<file path="src/design/selective_repeat_send_window_unit_assert.svh">
// Assertion helpers used by the send window controller.
// Each macro expects signals named clk and rst in the enclosing module.
`ifndef SELECTIVE_REPEAT_SEND_WINDOW_UNIT_ASSERT_SVH
`define SELECTIVE_REPEAT_SEND_WINDOW_UNIT_ASSERT_SVH

// Same-cycle implication.
`define SRSW_ASSERT_IMP(name, ante, cons, msg) \
  name: assert property (@(posedge clk) disable iff (rst) (ante) |-> (cons)) \
    else $error(msg);

// Next-cycle implication.
`define SRSW_ASSERT_NXT(name, ante, cons, msg) \
  name: assert property (@(posedge clk) disable iff (rst) (ante) |=> (cons)) \
    else $error(msg);

`endif

</file>
<file path="src/design/srsw_pkg.sv">
package srsw_pkg;

  // Field widths
  localparam int OFF_W      = 32;
  localparam int PLEN_W     = 11;
  localparam int SLOT_W     = 6;
  localparam int SLIDE_W    = 6;
  localparam int WIN_W      = 7;
  localparam int CODE_W     = 2;
  localparam int CFG_ADDR_W = 2;
  localparam int CFG_DATA_W = 32;

  // Payload limit per packet
  localparam int MAX_PAYLOAD = 1479;
  localparam int MIN_WIN     = 2;

  // Register reset values
  localparam logic [OFF_W-1:0]   FILE_SIZE_RST = '0;
  localparam logic [SLIDE_W-1:0] SLIDE_RST     = 6'd16;
  localparam logic [WIN_W-1:0]   WIN_RST       = 7'd32;

  // Register indexes
  localparam logic [CFG_ADDR_W-1:0] CFG_FILE_SIZE  = 2'd0;
  localparam logic [CFG_ADDR_W-1:0] CFG_SLIDE_LEN  = 2'd1;
  localparam logic [CFG_ADDR_W-1:0] CFG_WINDOW_LEN = 2'd2;

  // Request codes
  localparam logic [CODE_W-1:0] REQ_NEW     = 2'd0;
  localparam logic [CODE_W-1:0] REQ_ACK     = 2'd1;
  localparam logic [CODE_W-1:0] REQ_TIMEOUT = 2'd2;
  localparam logic [CODE_W-1:0] REQ_FIN     = 2'd3;

  // Action codes
  localparam logic [CODE_W-1:0] ACT_SEND   = 2'd0;
  localparam logic [CODE_W-1:0] ACT_RESEND = 2'd1;
  localparam logic [CODE_W-1:0] ACT_NONE   = 2'd2;
  localparam logic [CODE_W-1:0] ACT_DONE   = 2'd3;

  // Timer commands
  localparam logic [CODE_W-1:0] TMR_LEAVE = 2'd0;
  localparam logic [CODE_W-1:0] TMR_START = 2'd1;
  localparam logic [CODE_W-1:0] TMR_STOP  = 2'd2;

  // Source of the must_wait flag
  typedef enum logic [1:0] {
    W_ZERO,
    W_ONE,
    W_COND
  } wait_sel_t;

  // Memory read address source
  typedef enum logic [1:0] {
    RD_ACK,
    RD_BASE,
    RD_SCAN
  } rd_sel_t;

  // Result descriptor loaded into the output register
  typedef struct packed {
    logic [CODE_W-1:0] action;
    logic              use_pend;
    logic [CODE_W-1:0] tcmd;
    wait_sel_t         wait_sel;
    logic              resume;
    logic              last;
  } res_t;

  // Controller to datapath
  typedef struct packed {
    logic    in_ready;
    logic    cap;
    logic    norm;
    logic    size_en;
    logic    claim;
    logic    rd_en;
    rd_sel_t rd_sel;
    logic    ack_wr;
    logic    base_step;
    logic    timer_set;
    logic    timer_clr;
    logic    scan_load;
    logic    scan_step;
    logic    pend_load;
    logic    out_load;
    res_t    res;
  } ctl_cmd_t;

  // Datapath to controller
  typedef struct packed {
    logic              req_valid;
    logic [CODE_W-1:0] req_type;
    logic              norm_ok;
    logic              exhausted;
    logic              timer_running;
    logic              aslot_in_win;
    logic              ent_match;
    logic              ent_used;
    logic              aslot_is_base;
    logic              jump_ok;
    logic              base_at_last;
    logic              base_is_abase;
    logic              scan_at_end;
    logic              out_free;
  } ctl_sts_t;

  function automatic res_t mk_res(logic [CODE_W-1:0] action, logic use_pend,
                                  logic [CODE_W-1:0] tcmd, wait_sel_t wait_sel,
                                  logic resume, logic last);
    res_t r;
    r.action   = action;
    r.use_pend = use_pend;
    r.tcmd     = tcmd;
    r.wait_sel = wait_sel;
    r.resume   = resume;
    r.last     = last;
    return r;
  endfunction

endpackage

</file>
<file path="src/design/srsw_req_if.sv">
interface srsw_req_if;
  import srsw_pkg::*;

  logic                valid;
  logic                ready;
  logic [CODE_W-1:0]   req_type;
  logic [PLEN_W-1:0]   payload_len;
  logic [SLOT_W-1:0]   ack_slot;
  logic [OFF_W-1:0]    ack_offset;
  logic [SLOT_W-1:0]   ack_window_base;

  modport source (
    output valid, req_type, payload_len, ack_slot, ack_offset, ack_window_base,
    input  ready
  );

  modport sink (
    input  valid, req_type, payload_len, ack_slot, ack_offset, ack_window_base,
    output ready
  );
endinterface

</file>
<file path="src/design/srsw_res_if.sv">
interface srsw_res_if;
  import srsw_pkg::*;

  logic                valid;
  logic                ready;
  logic [CODE_W-1:0]   action;
  logic [SLOT_W-1:0]   slot_out;
  logic [OFF_W-1:0]    offset_out;
  logic [CODE_W-1:0]   timer_cmd;
  logic                must_wait;
  logic                resume_sending;
  logic                last_out;

  modport source (
    output valid, action, slot_out, offset_out, timer_cmd, must_wait,
           resume_sending, last_out,
    input  ready
  );

  modport sink (
    input  valid, action, slot_out, offset_out, timer_cmd, must_wait,
           resume_sending, last_out,
    output ready
  );
endinterface

</file>
<file path="src/design/srsw_dp.sv">
module srsw_dp #(
  parameter int MAX_SLOTS = 64
) (
  input  logic                              clk,
  input  logic                              rst,
  input  logic                              cfg_we,
  input  logic [srsw_pkg::CFG_ADDR_W-1:0]   cfg_addr,
  input  logic [srsw_pkg::CFG_DATA_W-1:0]   cfg_wdata,
  srsw_req_if.sink                          req,
  srsw_res_if.source                        res,
  input  srsw_pkg::ctl_cmd_t                cmd,
  output srsw_pkg::ctl_sts_t                sts
);
  import srsw_pkg::*;

  localparam int IW = $clog2(MAX_SLOTS);
  localparam int WW = IW + 1;
  localparam int SW = IW + 2;

  // Configuration registers
  logic [OFF_W-1:0]   file_size;
  logic [SLIDE_W-1:0] slide_reg;
  logic [WIN_W-1:0]   win_reg;

  // Latched request
  logic [CODE_W-1:0] it_type;
  logic [PLEN_W-1:0] it_plen;
  logic [SLOT_W-1:0] it_aslot;
  logic [OFF_W-1:0]  it_aoff;
  logic [SLOT_W-1:0] it_abase;

  // Window state
  logic [IW-1:0]        base;
  logic [IW-1:0]        ns;
  logic [OFF_W-1:0]     no;
  logic                 timer_q;
  logic [MAX_SLOTS-1:0] valid;
  logic [IW-1:0]        scan;

  // Slot memory: {acked, offset}
  logic [OFF_W:0]       mem [MAX_SLOTS];
  logic [OFF_W:0]       rd_q;
  logic [IW-1:0]        rd_addr_q;

  // Pending result and sizing
  logic [IW-1:0]     pend_slot;
  logic [OFF_W-1:0]  pend_off;
  logic [PLEN_W-1:0] plen_eff;

  // Output register
  logic              out_valid;
  logic [CODE_W-1:0] o_action;
  logic [SLOT_W-1:0] o_slot;
  logic [OFF_W-1:0]  o_off;
  logic [CODE_W-1:0] o_tcmd;
  logic              o_wait;
  logic              o_resume;
  logic              o_last;

  // Derived values
  logic [WW-1:0]     win;
  logic [WW-1:0]     sl;
  logic [IW-1:0]     last;
  logic [IW-1:0]     ack_idx;
  logic [IW-1:0]     abase_idx;
  logic [SW-1:0]     slide_sum;
  logic [IW-1:0]     slide_end;
  logic [WW-1:0]     jdist;
  logic              exhausted;
  logic              wait_cond;
  logic              abase_in_win;
  logic [PLEN_W-1:0] p_cap;
  logic [OFF_W-1:0]  rem;
  logic [PLEN_W-1:0] p_lim;
  logic [IW-1:0]     rd_addr;
  logic              mem_we;
  logic [IW-1:0]     mem_wa;
  logic [OFF_W:0]    mem_wd;
  logic              wait_bit;
  logic              out_free;

  function automatic logic [IW-1:0] inc_wrap(logic [IW-1:0] v, logic [WW-1:0] w);
    logic [WW-1:0] t;
    t = WW'(v) + WW'(1);
    return (t == w) ? '0 : t[IW-1:0];
  endfunction

  // Configuration writes
  always_ff @(posedge clk) begin
    if (rst) begin
      file_size <= FILE_SIZE_RST;
      slide_reg <= SLIDE_RST;
      win_reg   <= WIN_RST;
    end else if (cfg_we) begin
      case (cfg_addr)
        CFG_FILE_SIZE:  file_size <= cfg_wdata;
        CFG_SLIDE_LEN:  slide_reg <= cfg_wdata[SLIDE_W-1:0];
        CFG_WINDOW_LEN: win_reg   <= cfg_wdata[WIN_W-1:0];
        default: ;
      endcase
    end
  end

  // Clamp window and slide
  always_comb begin
    if (win_reg < WIN_W'(MIN_WIN)) begin
      win = WW'(MIN_WIN);
    end else if (win_reg > WIN_W'(MAX_SLOTS)) begin
      win = WW'(MAX_SLOTS);
    end else begin
      win = WW'(win_reg);
    end
    if (slide_reg == '0) begin
      sl = WW'(1);
    end else if (WIN_W'(slide_reg) > WIN_W'(win)) begin
      sl = win;
    end else begin
      sl = WW'(slide_reg);
    end
  end

  // Request capture
  always_ff @(posedge clk) begin
    if (cmd.cap) begin
      it_type  <= req.req_type;
      it_plen  <= req.payload_len;
      it_aslot <= req.ack_slot;
      it_aoff  <= req.ack_offset;
      it_abase <= req.ack_window_base;
    end
  end

  assign ack_idx   = it_aslot[IW-1:0];
  assign abase_idx = it_abase[IW-1:0];
  assign last      = (ns == '0) ? IW'(win - WW'(1)) : ns - IW'(1);
  assign exhausted = (no >= file_size);

  // Slot that closes the current slide
  always_comb begin
    slide_sum = SW'(base) + SW'(sl) - SW'(1);
    if (slide_sum >= SW'(win)) begin
      slide_sum = slide_sum - SW'(win);
    end
    slide_end = slide_sum[IW-1:0];
  end
  assign wait_cond = exhausted || (last == slide_end);

  // Distance from base to the receiver's base
  always_comb begin
    if (abase_idx >= base) begin
      jdist = WW'(abase_idx) - WW'(base);
    end else begin
      jdist = WW'(abase_idx) + win - WW'(base);
    end
  end
  assign abase_in_win = (WIN_W'(it_abase) < WIN_W'(win));

  // Payload sizing
  always_comb begin
    rem   = file_size - no;
    p_cap = (OFF_W'(it_plen) > OFF_W'(MAX_PAYLOAD)) ? PLEN_W'(MAX_PAYLOAD) : it_plen;
    p_lim = (OFF_W'(p_cap) > rem) ? PLEN_W'(rem) : p_cap;
  end

  always_ff @(posedge clk) begin
    if (cmd.size_en) begin
      plen_eff <= p_lim;
    end
  end

  // Base, next slot, running offset and timer
  always_ff @(posedge clk) begin
    if (rst) begin
      base    <= '0;
      ns      <= '0;
      no      <= '0;
      timer_q <= 1'b0;
    end else begin
      if (cmd.norm) begin
        if (WW'(base) >= win) base <= IW'(WW'(base) - win);
        if (WW'(ns) >= win)   ns   <= IW'(WW'(ns) - win);
      end
      if (cmd.base_step) begin
        base <= inc_wrap(base, win);
      end
      if (cmd.claim) begin
        ns <= inc_wrap(ns, win);
        no <= no + OFF_W'(plen_eff);
      end
      if (cmd.timer_clr) begin
        timer_q <= 1'b0;
      end else if (cmd.timer_set) begin
        timer_q <= 1'b1;
      end
    end
  end

  // Occupied flags; a clear flag reads as an empty slot
  always_ff @(posedge clk) begin
    if (rst) begin
      valid <= '0;
    end else begin
      if (cmd.claim)     valid[ns]   <= 1'b1;
      if (cmd.base_step) valid[base] <= 1'b0;
    end
  end

  // Memory ports
  always_comb begin
    case (cmd.rd_sel)
      RD_ACK:  rd_addr = ack_idx;
      RD_BASE: rd_addr = base;
      RD_SCAN: rd_addr = scan;
      default: rd_addr = base;
    endcase
  end

  assign mem_we = cmd.claim || cmd.ack_wr;
  assign mem_wa = cmd.claim ? ns : ack_idx;
  assign mem_wd = cmd.claim ? {1'b0, no} : {1'b1, rd_q[OFF_W-1:0]};

  always_ff @(posedge clk) begin
    if (mem_we) begin
      mem[mem_wa] <= mem_wd;
    end
    if (cmd.rd_en) begin
      rd_q      <= mem[rd_addr];
      rd_addr_q <= rd_addr;
    end
  end

  // Resend scan pointer and pending result
  always_ff @(posedge clk) begin
    if (cmd.scan_load) begin
      scan <= base;
    end else if (cmd.scan_step) begin
      scan <= inc_wrap(scan, win);
    end
    if (cmd.claim) begin
      pend_slot <= ns;
      pend_off  <= no;
    end else if (cmd.pend_load) begin
      pend_slot <= scan;
      pend_off  <= rd_q[OFF_W-1:0];
    end
  end

  // Output register
  assign out_free = !out_valid || res.ready;

  always_comb begin
    case (cmd.res.wait_sel)
      W_ZERO:  wait_bit = 1'b0;
      W_ONE:   wait_bit = 1'b1;
      W_COND:  wait_bit = wait_cond;
      default: wait_bit = 1'b1;
    endcase
  end

  always_ff @(posedge clk) begin
    if (rst) begin
      out_valid <= 1'b0;
    end else if (cmd.out_load) begin
      out_valid <= 1'b1;
    end else if (res.ready) begin
      out_valid <= 1'b0;
    end
  end

  always_ff @(posedge clk) begin
    if (cmd.out_load) begin
      o_action <= cmd.res.action;
      o_slot   <= cmd.res.use_pend ? SLOT_W'(pend_slot) : '0;
      o_off    <= cmd.res.use_pend ? pend_off : '0;
      o_tcmd   <= cmd.res.tcmd;
      o_wait   <= wait_bit;
      o_resume <= cmd.res.resume;
      o_last   <= cmd.res.last;
    end
  end

  assign res.valid          = out_valid;
  assign res.action         = o_action;
  assign res.slot_out       = o_slot;
  assign res.offset_out     = o_off;
  assign res.timer_cmd      = o_tcmd;
  assign res.must_wait      = o_wait;
  assign res.resume_sending = o_resume;
  assign res.last_out       = o_last;

  assign req.ready = cmd.in_ready;

  // Status to the controller
  always_comb begin
    sts.req_valid     = req.valid;
    sts.req_type      = it_type;
    sts.norm_ok       = (WW'(base) < win) && (WW'(ns) < win);
    sts.exhausted     = exhausted;
    sts.timer_running = timer_q;
    sts.aslot_in_win  = (WIN_W'(it_aslot) < WIN_W'(win));
    sts.ent_match     = valid[rd_addr_q] && !rd_q[OFF_W] && (rd_q[OFF_W-1:0] == it_aoff);
    sts.ent_used      = valid[rd_addr_q] && rd_q[OFF_W];
    sts.aslot_is_base = (ack_idx == base);
    sts.jump_ok       = abase_in_win && (jdist != '0) && (jdist < sl);
    sts.base_at_last  = (base == last);
    sts.base_is_abase = (abase_idx == base);
    sts.scan_at_end   = (scan == ns);
    sts.out_free      = out_free;
  end

endmodule

</file>
<file path="src/design/srsw_ctrl.sv">
`include "selective_repeat_send_window_unit_assert.svh"

module srsw_ctrl (
  input  logic               clk,
  input  logic               rst,
  output srsw_pkg::ctl_cmd_t cmd,
  input  srsw_pkg::ctl_sts_t sts
);
  import srsw_pkg::*;

  typedef enum logic [11:0] {
    S_IDLE      = 12'b0000_0000_0001,
    S_NORM      = 12'b0000_0000_0010,
    S_NEW_SIZE  = 12'b0000_0000_0100,
    S_NEW_CLAIM = 12'b0000_0000_1000,
    S_ACK_RD    = 12'b0000_0001_0000,
    S_ACK_CHK   = 12'b0000_0010_0000,
    S_SLIDE_RD  = 12'b0000_0100_0000,
    S_SLIDE_CHK = 12'b0000_1000_0000,
    S_JUMP      = 12'b0001_0000_0000,
    S_TO_RD     = 12'b0010_0000_0000,
    S_TO_CHK    = 12'b0100_0000_0000,
    S_EMIT      = 12'b1000_0000_0000
  } state_t;

  state_t state, state_next;
  res_t   res_q, res_next;
  logic   pend_have, pend_have_next;
  logic   pend_first, pend_first_next;
  logic   first, first_next;

  always_ff @(posedge clk) begin
    if (rst) begin
      state      <= S_IDLE;
      pend_have  <= 1'b0;
      pend_first <= 1'b0;
      first      <= 1'b0;
    end else begin
      state      <= state_next;
      pend_have  <= pend_have_next;
      pend_first <= pend_first_next;
      first      <= first_next;
    end
  end

  always_ff @(posedge clk) begin
    res_q <= res_next;
  end

  // Sequencer
  always_comb begin
    cmd             = '0;
    cmd.rd_sel      = RD_BASE;
    cmd.res         = res_q;
    state_next      = state;
    res_next        = res_q;
    pend_have_next  = pend_have;
    pend_first_next = pend_first;
    first_next      = first;

    case (state)
      S_IDLE: begin
        cmd.in_ready = 1'b1;
        if (sts.req_valid) begin
          cmd.cap    = 1'b1;
          state_next = S_NORM;
        end
      end

      // bring base and next slot back inside the window, then dispatch
      S_NORM: begin
        if (!sts.norm_ok) begin
          cmd.norm = 1'b1;
        end else begin
          case (sts.req_type)
            REQ_NEW: begin
              if (sts.exhausted) begin
                res_next   = mk_res(ACT_NONE, 1'b0, TMR_LEAVE, W_ONE, 1'b0, 1'b1);
                state_next = S_EMIT;
              end else begin
                state_next = S_NEW_SIZE;
              end
            end
            REQ_ACK: begin
              state_next = S_ACK_RD;
            end
            REQ_TIMEOUT: begin
              cmd.timer_set  = 1'b1;
              cmd.scan_load  = 1'b1;
              first_next     = 1'b1;
              pend_have_next = 1'b0;
              state_next     = S_TO_RD;
            end
            default: begin
              res_next = mk_res(ACT_DONE, 1'b0,
                                sts.timer_running ? TMR_STOP : TMR_LEAVE,
                                W_ZERO, 1'b0, 1'b1);
              cmd.timer_clr = 1'b1;
              state_next    = S_EMIT;
            end
          endcase
        end
      end

      S_NEW_SIZE: begin
        cmd.size_en = 1'b1;
        state_next  = S_NEW_CLAIM;
      end

      S_NEW_CLAIM: begin
        cmd.claim     = 1'b1;
        cmd.timer_set = 1'b1;
        res_next      = mk_res(ACT_SEND, 1'b1,
                               sts.timer_running ? TMR_LEAVE : TMR_START,
                               W_COND, 1'b0, 1'b1);
        state_next    = S_EMIT;
      end

      S_ACK_RD: begin
        if (!sts.aslot_in_win) begin
          res_next   = mk_res(ACT_NONE, 1'b0, TMR_LEAVE, W_ONE, 1'b0, 1'b1);
          state_next = S_EMIT;
        end else begin
          cmd.rd_en  = 1'b1;
          cmd.rd_sel = RD_ACK;
          state_next = S_ACK_CHK;
        end
      end

      // mark acked, then slide from the base or jump toward the receiver base
      S_ACK_CHK: begin
        if (!sts.ent_match) begin
          res_next   = mk_res(ACT_NONE, 1'b0, TMR_LEAVE, W_ONE, 1'b0, 1'b1);
          state_next = S_EMIT;
        end else begin
          cmd.ack_wr    = 1'b1;
          cmd.timer_set = 1'b1;
          if (sts.aslot_is_base) begin
            res_next   = mk_res(ACT_NONE, 1'b0, TMR_START, W_COND, 1'b1, 1'b1);
            state_next = S_SLIDE_RD;
          end else begin
            res_next   = mk_res(ACT_NONE, 1'b0, TMR_START, W_ONE, 1'b0, 1'b1);
            state_next = sts.jump_ok ? S_JUMP : S_EMIT;
          end
        end
      end

      S_SLIDE_RD: begin
        cmd.rd_en  = 1'b1;
        cmd.rd_sel = RD_BASE;
        state_next = S_SLIDE_CHK;
      end

      S_SLIDE_CHK: begin
        if (sts.ent_used) begin
          cmd.base_step = 1'b1;
          if (sts.base_at_last) begin
            cmd.timer_clr = 1'b1;
            res_next.tcmd = TMR_STOP;
            state_next    = S_EMIT;
          end else begin
            state_next = S_SLIDE_RD;
          end
        end else begin
          state_next = S_EMIT;
        end
      end

      S_JUMP: begin
        if (sts.base_is_abase) begin
          state_next = S_EMIT;
        end else begin
          cmd.base_step = 1'b1;
          if (sts.base_at_last) begin
            cmd.timer_clr = 1'b1;
            res_next.tcmd = TMR_STOP;
            state_next    = S_EMIT;
          end
        end
      end

      // resend scan: one result is held back so the final one can carry last
      S_TO_RD: begin
        if (sts.scan_at_end) begin
          if (pend_have) begin
            res_next = mk_res(ACT_RESEND, 1'b1, pend_first ? TMR_START : TMR_LEAVE,
                              W_ONE, 1'b0, 1'b1);
          end else begin
            res_next = mk_res(ACT_NONE, 1'b0, TMR_START, W_ONE, 1'b0, 1'b1);
          end
          state_next = S_EMIT;
        end else begin
          cmd.rd_en  = 1'b1;
          cmd.rd_sel = RD_SCAN;
          state_next = S_TO_CHK;
        end
      end

      S_TO_CHK: begin
        if (sts.ent_used) begin
          cmd.scan_step = 1'b1;
          state_next    = S_TO_RD;
        end else if (!pend_have) begin
          cmd.pend_load   = 1'b1;
          cmd.scan_step   = 1'b1;
          pend_have_next  = 1'b1;
          pend_first_next = first;
          first_next      = 1'b0;
          state_next      = S_TO_RD;
        end else if (sts.out_free) begin
          cmd.out_load    = 1'b1;
          cmd.res         = mk_res(ACT_RESEND, 1'b1,
                                   pend_first ? TMR_START : TMR_LEAVE,
                                   W_ONE, 1'b0, 1'b0);
          cmd.pend_load   = 1'b1;
          cmd.scan_step   = 1'b1;
          pend_first_next = first;
          first_next      = 1'b0;
          state_next      = S_TO_RD;
        end
      end

      S_EMIT: begin
        if (sts.out_free) begin
          cmd.out_load = 1'b1;
          state_next   = S_IDLE;
        end
      end

      default: begin
        state_next = S_IDLE;
      end
    endcase
  end

  // Checks
  `SRSW_ASSERT_IMP(a_load_when_free, cmd.out_load, sts.out_free, "result loaded over a held result")
  `SRSW_ASSERT_IMP(a_walk_in_window, state == S_SLIDE_RD || state == S_JUMP || state == S_TO_RD, sts.norm_ok, "window walk outside the window")
  `SRSW_ASSERT_NXT(a_one_item, cmd.cap, !cmd.in_ready, "second request taken while one is in progress")

endmodule

</file>
<file path="src/design/selective_repeat_send_window_unit.sv">
// Channel | Role | Handshake       | Payload
// req     | in   | valid/ready     | req_type, payload_len, ack_slot, ack_offset, ack_window_base
// res     | out  | valid/ready     | action, slot_out, offset_out, timer_cmd, must_wait,
//         |      |                 | resume_sending, last_out
// cfg     | in   | cfg_we, no wait | cfg_addr selects the register, cfg_wdata
//
// One request at a time; every request first passes S_NORM, then its own steps, then S_EMIT.
// New packet: sizing, then claim; with the file fully queued it goes straight to S_EMIT.
// Finish: straight to S_EMIT. Ack: a window check, then a read and a check of the slot; a slide
// reads and checks each slot slid, and a jump steps the base slot by slot toward the receiver base.
// Timer expiry: a read and a check per slot from base to next slot; a result held by the sink
// stalls the item, a window change adds fold steps; sync reset clears window state and flags.
module selective_repeat_send_window_unit #(
  parameter int MAX_SLOTS = 64
) (
  input  logic                            clk,
  input  logic                            rst,
  input  logic                            cfg_we,
  input  logic [srsw_pkg::CFG_ADDR_W-1:0] cfg_addr,
  input  logic [srsw_pkg::CFG_DATA_W-1:0] cfg_wdata,
  srsw_req_if.sink                        req,
  srsw_res_if.source                      res
);
  import srsw_pkg::*;

  ctl_cmd_t cmd;
  ctl_sts_t sts;

  srsw_ctrl u_ctrl (
    .clk (clk),
    .rst (rst),
    .cmd (cmd),
    .sts (sts)
  );

  srsw_dp #(
    .MAX_SLOTS (MAX_SLOTS)
  ) u_dp (
    .clk       (clk),
    .rst       (rst),
    .cfg_we    (cfg_we),
    .cfg_addr  (cfg_addr),
    .cfg_wdata (cfg_wdata),
    .req       (req),
    .res       (res),
    .cmd       (cmd),
    .sts       (sts)
  );

endmodule
</file>
<file path="src/flat_wrapper.sv">
// flat-port wrapper written by rule: the top's interface ports become plain ports
module selective_repeat_send_window_unit_flat import srsw_pkg::*;
#(
  parameter int MAX_SLOTS = 64
)
  (clk, rst, cfg_we, cfg_addr, cfg_wdata, req_valid, req_req_type, req_payload_len, req_ack_slot, req_ack_offset, req_ack_window_base, req_ready, res_valid, res_action, res_slot_out, res_offset_out, res_timer_cmd, res_must_wait, res_resume_sending, res_last_out, res_ready);
  srsw_req_if req_i ();
  srsw_res_if res_i ();
  input  logic clk;
  input  logic rst;
  input  logic cfg_we;
  input  logic [srsw_pkg::CFG_ADDR_W-1:0] cfg_addr;
  input  logic [srsw_pkg::CFG_DATA_W-1:0] cfg_wdata;
  input wire logic [$bits(req_i.valid)-1:0] req_valid;
  input wire logic [$bits(req_i.req_type)-1:0] req_req_type;
  input wire logic [$bits(req_i.payload_len)-1:0] req_payload_len;
  input wire logic [$bits(req_i.ack_slot)-1:0] req_ack_slot;
  input wire logic [$bits(req_i.ack_offset)-1:0] req_ack_offset;
  input wire logic [$bits(req_i.ack_window_base)-1:0] req_ack_window_base;
  output wire logic [$bits(req_i.ready)-1:0] req_ready;
  output wire logic [$bits(res_i.valid)-1:0] res_valid;
  output wire logic [$bits(res_i.action)-1:0] res_action;
  output wire logic [$bits(res_i.slot_out)-1:0] res_slot_out;
  output wire logic [$bits(res_i.offset_out)-1:0] res_offset_out;
  output wire logic [$bits(res_i.timer_cmd)-1:0] res_timer_cmd;
  output wire logic [$bits(res_i.must_wait)-1:0] res_must_wait;
  output wire logic [$bits(res_i.resume_sending)-1:0] res_resume_sending;
  output wire logic [$bits(res_i.last_out)-1:0] res_last_out;
  input wire logic [$bits(res_i.ready)-1:0] res_ready;
  assign req_i.valid = req_valid;
  assign req_i.req_type = req_req_type;
  assign req_i.payload_len = req_payload_len;
  assign req_i.ack_slot = req_ack_slot;
  assign req_i.ack_offset = req_ack_offset;
  assign req_i.ack_window_base = req_ack_window_base;
  assign req_ready = req_i.ready;
  assign res_valid = res_i.valid;
  assign res_action = res_i.action;
  assign res_slot_out = res_i.slot_out;
  assign res_offset_out = res_i.offset_out;
  assign res_timer_cmd = res_i.timer_cmd;
  assign res_must_wait = res_i.must_wait;
  assign res_resume_sending = res_i.resume_sending;
  assign res_last_out = res_i.last_out;
  assign res_i.ready = res_ready;
  selective_repeat_send_window_unit #(.MAX_SLOTS(MAX_SLOTS)) u_core (.clk(clk), .rst(rst), .cfg_we(cfg_we), .cfg_addr(cfg_addr), .cfg_wdata(cfg_wdata), .req(req_i), .res(res_i));
endmodule
</file>
<file path="config.mk">
export PLATFORM = sky130hd
export DESIGN_NAME = selective_repeat_send_window_unit_flat
export DESIGN_NICKNAME = d
export VERILOG_FILES = /design/src/design/srsw_pkg.sv /design/src/design/srsw_req_if.sv /design/src/design/srsw_res_if.sv /design/src/design/srsw_dp.sv /design/src/design/srsw_ctrl.sv /design/src/design/selective_repeat_send_window_unit.sv /design/src/flat_wrapper.sv
export VERILOG_INCLUDE_DIRS = /design/src /design/src/design
export SDC_FILE = /design/constraint.sdc
export NUM_CORES = 2
export LEC_CHECK = 0
export BUFFER_PORTS_ARGS = -buffer_cell sky130_fd_sc_hd__buf_4
export CORE_MARGIN = 2
export CORE_UTILIZATION = 60
export CTS_BUF_LIST = sky130_fd_sc_hd__clkbuf_4 sky130_fd_sc_hd__clkbuf_8
export CTS_CLUSTER_DIAMETER = 30
export DETAILED_ROUTE_END_ITERATION = 10
export PLACE_DENSITY_LB_ADDON = 0.08
export SLEW_MARGIN = 25
export SYNTH_ARGS = -nofsm -noshare
export SYNTH_HDL_FRONTEND = slang
export SYNTH_SLANG_ARGS = --single-unit
</file>
<file path="constraint.sdc">
create_clock -name clk -period 7.55 [get_ports clk]
set_input_delay 1.1325 -clock clk [delete_from_list [all_inputs] [get_ports clk]]
set_output_delay 1.1325 -clock clk [all_outputs]
set_load 0.005 [all_outputs]
</file>
==> flow_summary_export.csv <==
group,metric,value,unit
worst_setup_path,r2r-start,"u_core.u_dp.win_reg[3]",
sta,rsz0062_at_grt,"false",
sta,relSlewSlack,0.262,
final_layout,finalNetCount,9148,
logic_synthesis,synth_fa_ha_area_frac,0.0184,
floorplan,fp-row-count,153,
logic_synthesis,synthSimpleGateAreaFrac,0.167,
worst_setup_path,worstPathMaxFanout,106,
final_layout,postLayoutCoreUtil,0.693,
clocking,clk_pin_slew,0.06,ns
logic_synthesis,synth-warning-count,0,
final_layout,syn_to_final_growth,14.7,%
sta,holdWs,0.226,ns
sta,fin_crit,6.28,ns
worst_setup_path,cp_common_cell,"buf_4",
logic_synthesis,synth_xor_xnor_area_share,0.0113,
worst_setup_path,critPathRequiredTime,8.51,ns
run_status,status,"completed",
worst_setup_path,crit_type,"reg2reg",
logic_synthesis,synth-seq-cells,2486,
worst_setup_path,arrival,7.24,ns
clocking,cts_root_buf,"clkbuf_8",
sta,tns,0,ns
logic_synthesis,synth_area_leaders,"edfxtp_1 66%, nand2_1 8.2%, nand3_1 3.4%, dfxtp_1 3.2%, and3_1 1.9%",
worst_setup_path,worst-path-buf-inv,5,
global_route,overflow,0,
worst_setup_path,worst_path_largest_cell_delay,0.77,ns
global_route,grt_pass1_vias,69463,
placement,port_buffers,142,
final_layout,top_regs,"u_core.u_dp.mem: 2112 flops, u_core.u_dp.valid: 64 flops, u_core.u_dp.rd_q: 33 flops",
clocking,cts_sinks,2486,
global_route,grt_max_degree,159,
routing,drt_iter0_markers,10071,
power_and_ir_drop,p_seq_frac,0.493,
worst_hold_path,hp-class,"in2reg",
sta,tightest_slew,1.10,ns
final_layout,layout.cells.non_filler,11636,
floorplan,coreArea,0.174,mm²
routing,vias_per_cell,6.27,
floorplan,start_util,0.604,
power_and_ir_drop,ir_worst_vdd,0.181,mV
power_and_ir_drop,power_switching,6.49,mW
routing,vias,72977,
power_and_ir_drop,powerDensity,252,mW/mm²
floorplan,die_area,0.178,mm²
worst_setup_path,cp-start-kind,"flop",
logic_synthesis,yosysUniqueCellTypes,92,
logic_synthesis,synth_edf_count,2316,
power_and_ir_drop,p_comb_frac,0.034,
sta,slew_viol_final,0,
logic_synthesis,syn_inst,8537,
sta,hold_viol,0,
routing,route.detailed.drc,0,
floorplan,die_y,422,µm
worst_setup_path,crit_family,"simple AND/OR/NAND/NOR gates",
power_and_ir_drop,p_int,23.9,mW
sta,setup_viol,0,
power_and_ir_drop,p_clk_frac,0.473,
logic_synthesis,synth.top_cell.area_share,0.662,
logic_synthesis,syn-mean-instance-area,12.3,µm²
logic_synthesis,synth_compound_area_frac,0.0675,
worst_setup_path,r2r_slack,1.27,ns
global_route,antenna_found_initial,25,
clocking,clk_latency,1.12,ns
sta,fmax,159,MHz
clocking,clk_path_buf_depth,4,
logic_synthesis,muxShareOfSynthArea,0.0127,
worst_hold_path,hold_start,"req_ack_offset[13]",
clocking,postCtsSetupBuffers,0,
power_and_ir_drop,switching_share,0.214,
logic_synthesis,yosysSeqAreaShare,0.695,
worst_setup_path,crit_chain,"nor2b_1 -> inv_1 -> buf_4 -> ha_1 -> and4b_1 -> nand2_1 -> o21ai_0 -> o21ai_0 -> nand4_4 -> inv_8 -> buf_4 -> nand2_1 -> and3_1 -> a311oi_1 -> nor3_1 -> nor4_1 -> buf_4 -> and3_1",
clocking,cts_tree,"built",
power_and_ir_drop,p_leak,43.1,nW
clocking,numCtsBuffers,485,
global_route,grt_pass1_wl,452000,µm
routing,avgRoutedWirePerCell,26.7,µm
sta,timing.final.crit_share,0.831,
worst_setup_path,end_kind,"flop",
worst_setup_path,crit_start,"u_core.u_dp.win_reg[3]",
placement,place_inst,10742,
logic_synthesis,ys.flop_type,"edfxtp_1",
clocking,cts_hold_buffers,0,
floorplan,io_pins,143,
sta,finClkSkew,0.0916,ns
clocking,htree_levels,5,
routing,dr.pass1.iters,7,
placement,place_congestion,0.943,
worst_setup_path,slowest_stage,"buf_4",
logic_synthesis,async_flop_share,0,
logic_synthesis,synth_top_area_cell,"edfxtp_1",
placement,dp_hpwl,179000,µm
logic_synthesis,synth_top_family_by_area,"simple AND/OR/NAND/NOR gates",
routing,wirelength,310000,µm
job,cap_violations,0,
final_layout,max_flop_register,"u_core.u_dp.mem",
routing,antenna_left,0,
final_layout,largest_reg_flops,2112,
floorplan,die_x,422,µm
logic_synthesis,netlist_area,0.105,mm²
final_layout,drive_gt1_frac,0.149,
clocking,post_cts_resize_count,0,
global_route,grt_usage,0.342,
layout by cell type (no fill, tap or decap), drive strengths merged, types with 26 or more instances in the layout:
cell type     n
nor4         52
clkinv      183
a21o         26
o21ai       154
a31oi       139
mux2i        67
a311oi      189
edfxtp     2316
clkinvlp     32
nor3        113
xor2         59
dfxtp       170
nand3       711
buf         394
inv         148
nor2        245
a211oi       75
bufinv       57
a32oi        37
clkbuf      594
xnor2        77
a21oi       247
ha          134
nand2      2307
nand4        36
and3        322
nor2b        60
a221oi       31
final timing paths:
| path | endpoint | cells after the start |
|---|---|---|
| hold / removal | u_core.u_dp.it_aoff[13] | 1 |
| setup reg to reg | u_core.u_dp.rd_q[20] | 18 |
| setup / recovery | u_core.u_dp.rd_q[20] | 18 |
| hold reg to reg | u_core.u_dp.file_size[17] | 2 |
power groups by stage:
stage	clock [mW]	combinational (mW)	sequential, mW
floorplan	0	0.674	15.2
finish	14.4	1.03	15.0
detailed placement	0	1.01	15.3
global route	15.1	1.13	15.0
global placement	0	1.01	15.3
CTS	14.5	1.02	15.0
per-stage QoR:
stage | cell area (µm²) | setup WS, ns | total power [mW]
6_report | 120000 | 1.27 | 30.4
2_1_floorplan | 105000 | 1.60 | 15.9
3_5_place_dp | 110000 | 1.30 | 16.3
5_1_grt | 120000 | 0.736 | 31.2
4_1_cts | 120000 | 1.33 | 30.5
3_3_place_gp | 110000 | 1.24 | 16.3
logic make-up after synthesis:
kind of cell	count (synthesis)
AOI/OAI and AO/OA	1041
xor gates and xnor gates	136
adders and majority gates	147
muxes	106
buffers and inverters	660
and+or+nand+nor	3960
other	1
DFF	2486
synth_stat cells, types with 77 or more instances:
master / count
xnor2_1: 77
buf_2: 260
a311oi_1: 189
o21ai_0: 145
nor2_1: 242
a31oi_1: 139
ha_1: 134
nand2_1: 2305
edfxtp_1: 2316
dfxtp_1: 170
clkbuf_1: 200
nor3_1: 112
nand3_1: 710
inv_1: 136
a21oi_1: 244
and3_1: 322
worst reg2reg max path: cells and delay by family, from the launching register on:
kind	cells	cell delay, ns
AOI/OAI and AO/OA	3	0.92
adders and majority gates	1	0.28
buffers and inverters	5	2.25
DFF	1	0.41
and+or+nand+nor	9	2.35
routing by layer:
layer  track usage  up-vias  routed length [µm]
met5             0        -                  32
met4         0.158        4               13600
met3        0.0653      632               35000
met1         0.479    35780              120000
li1              -    32189                   -
met2         0.523     4372              142000
layout make-up:
class                           count  area, µm²
Sequential cell                  2486      73000
Multi-Input combinational cell   5392      30100
Fill cell                       12290      53400
Clock inverter                    274       2860
Clock buffer                      594       7570
Antenna cell                       25       62.6
Timing Repair Buffer              394       3440
Inverter                          146        578
Tap cell                         2325       2910
(Power assumes the default switching activity.)
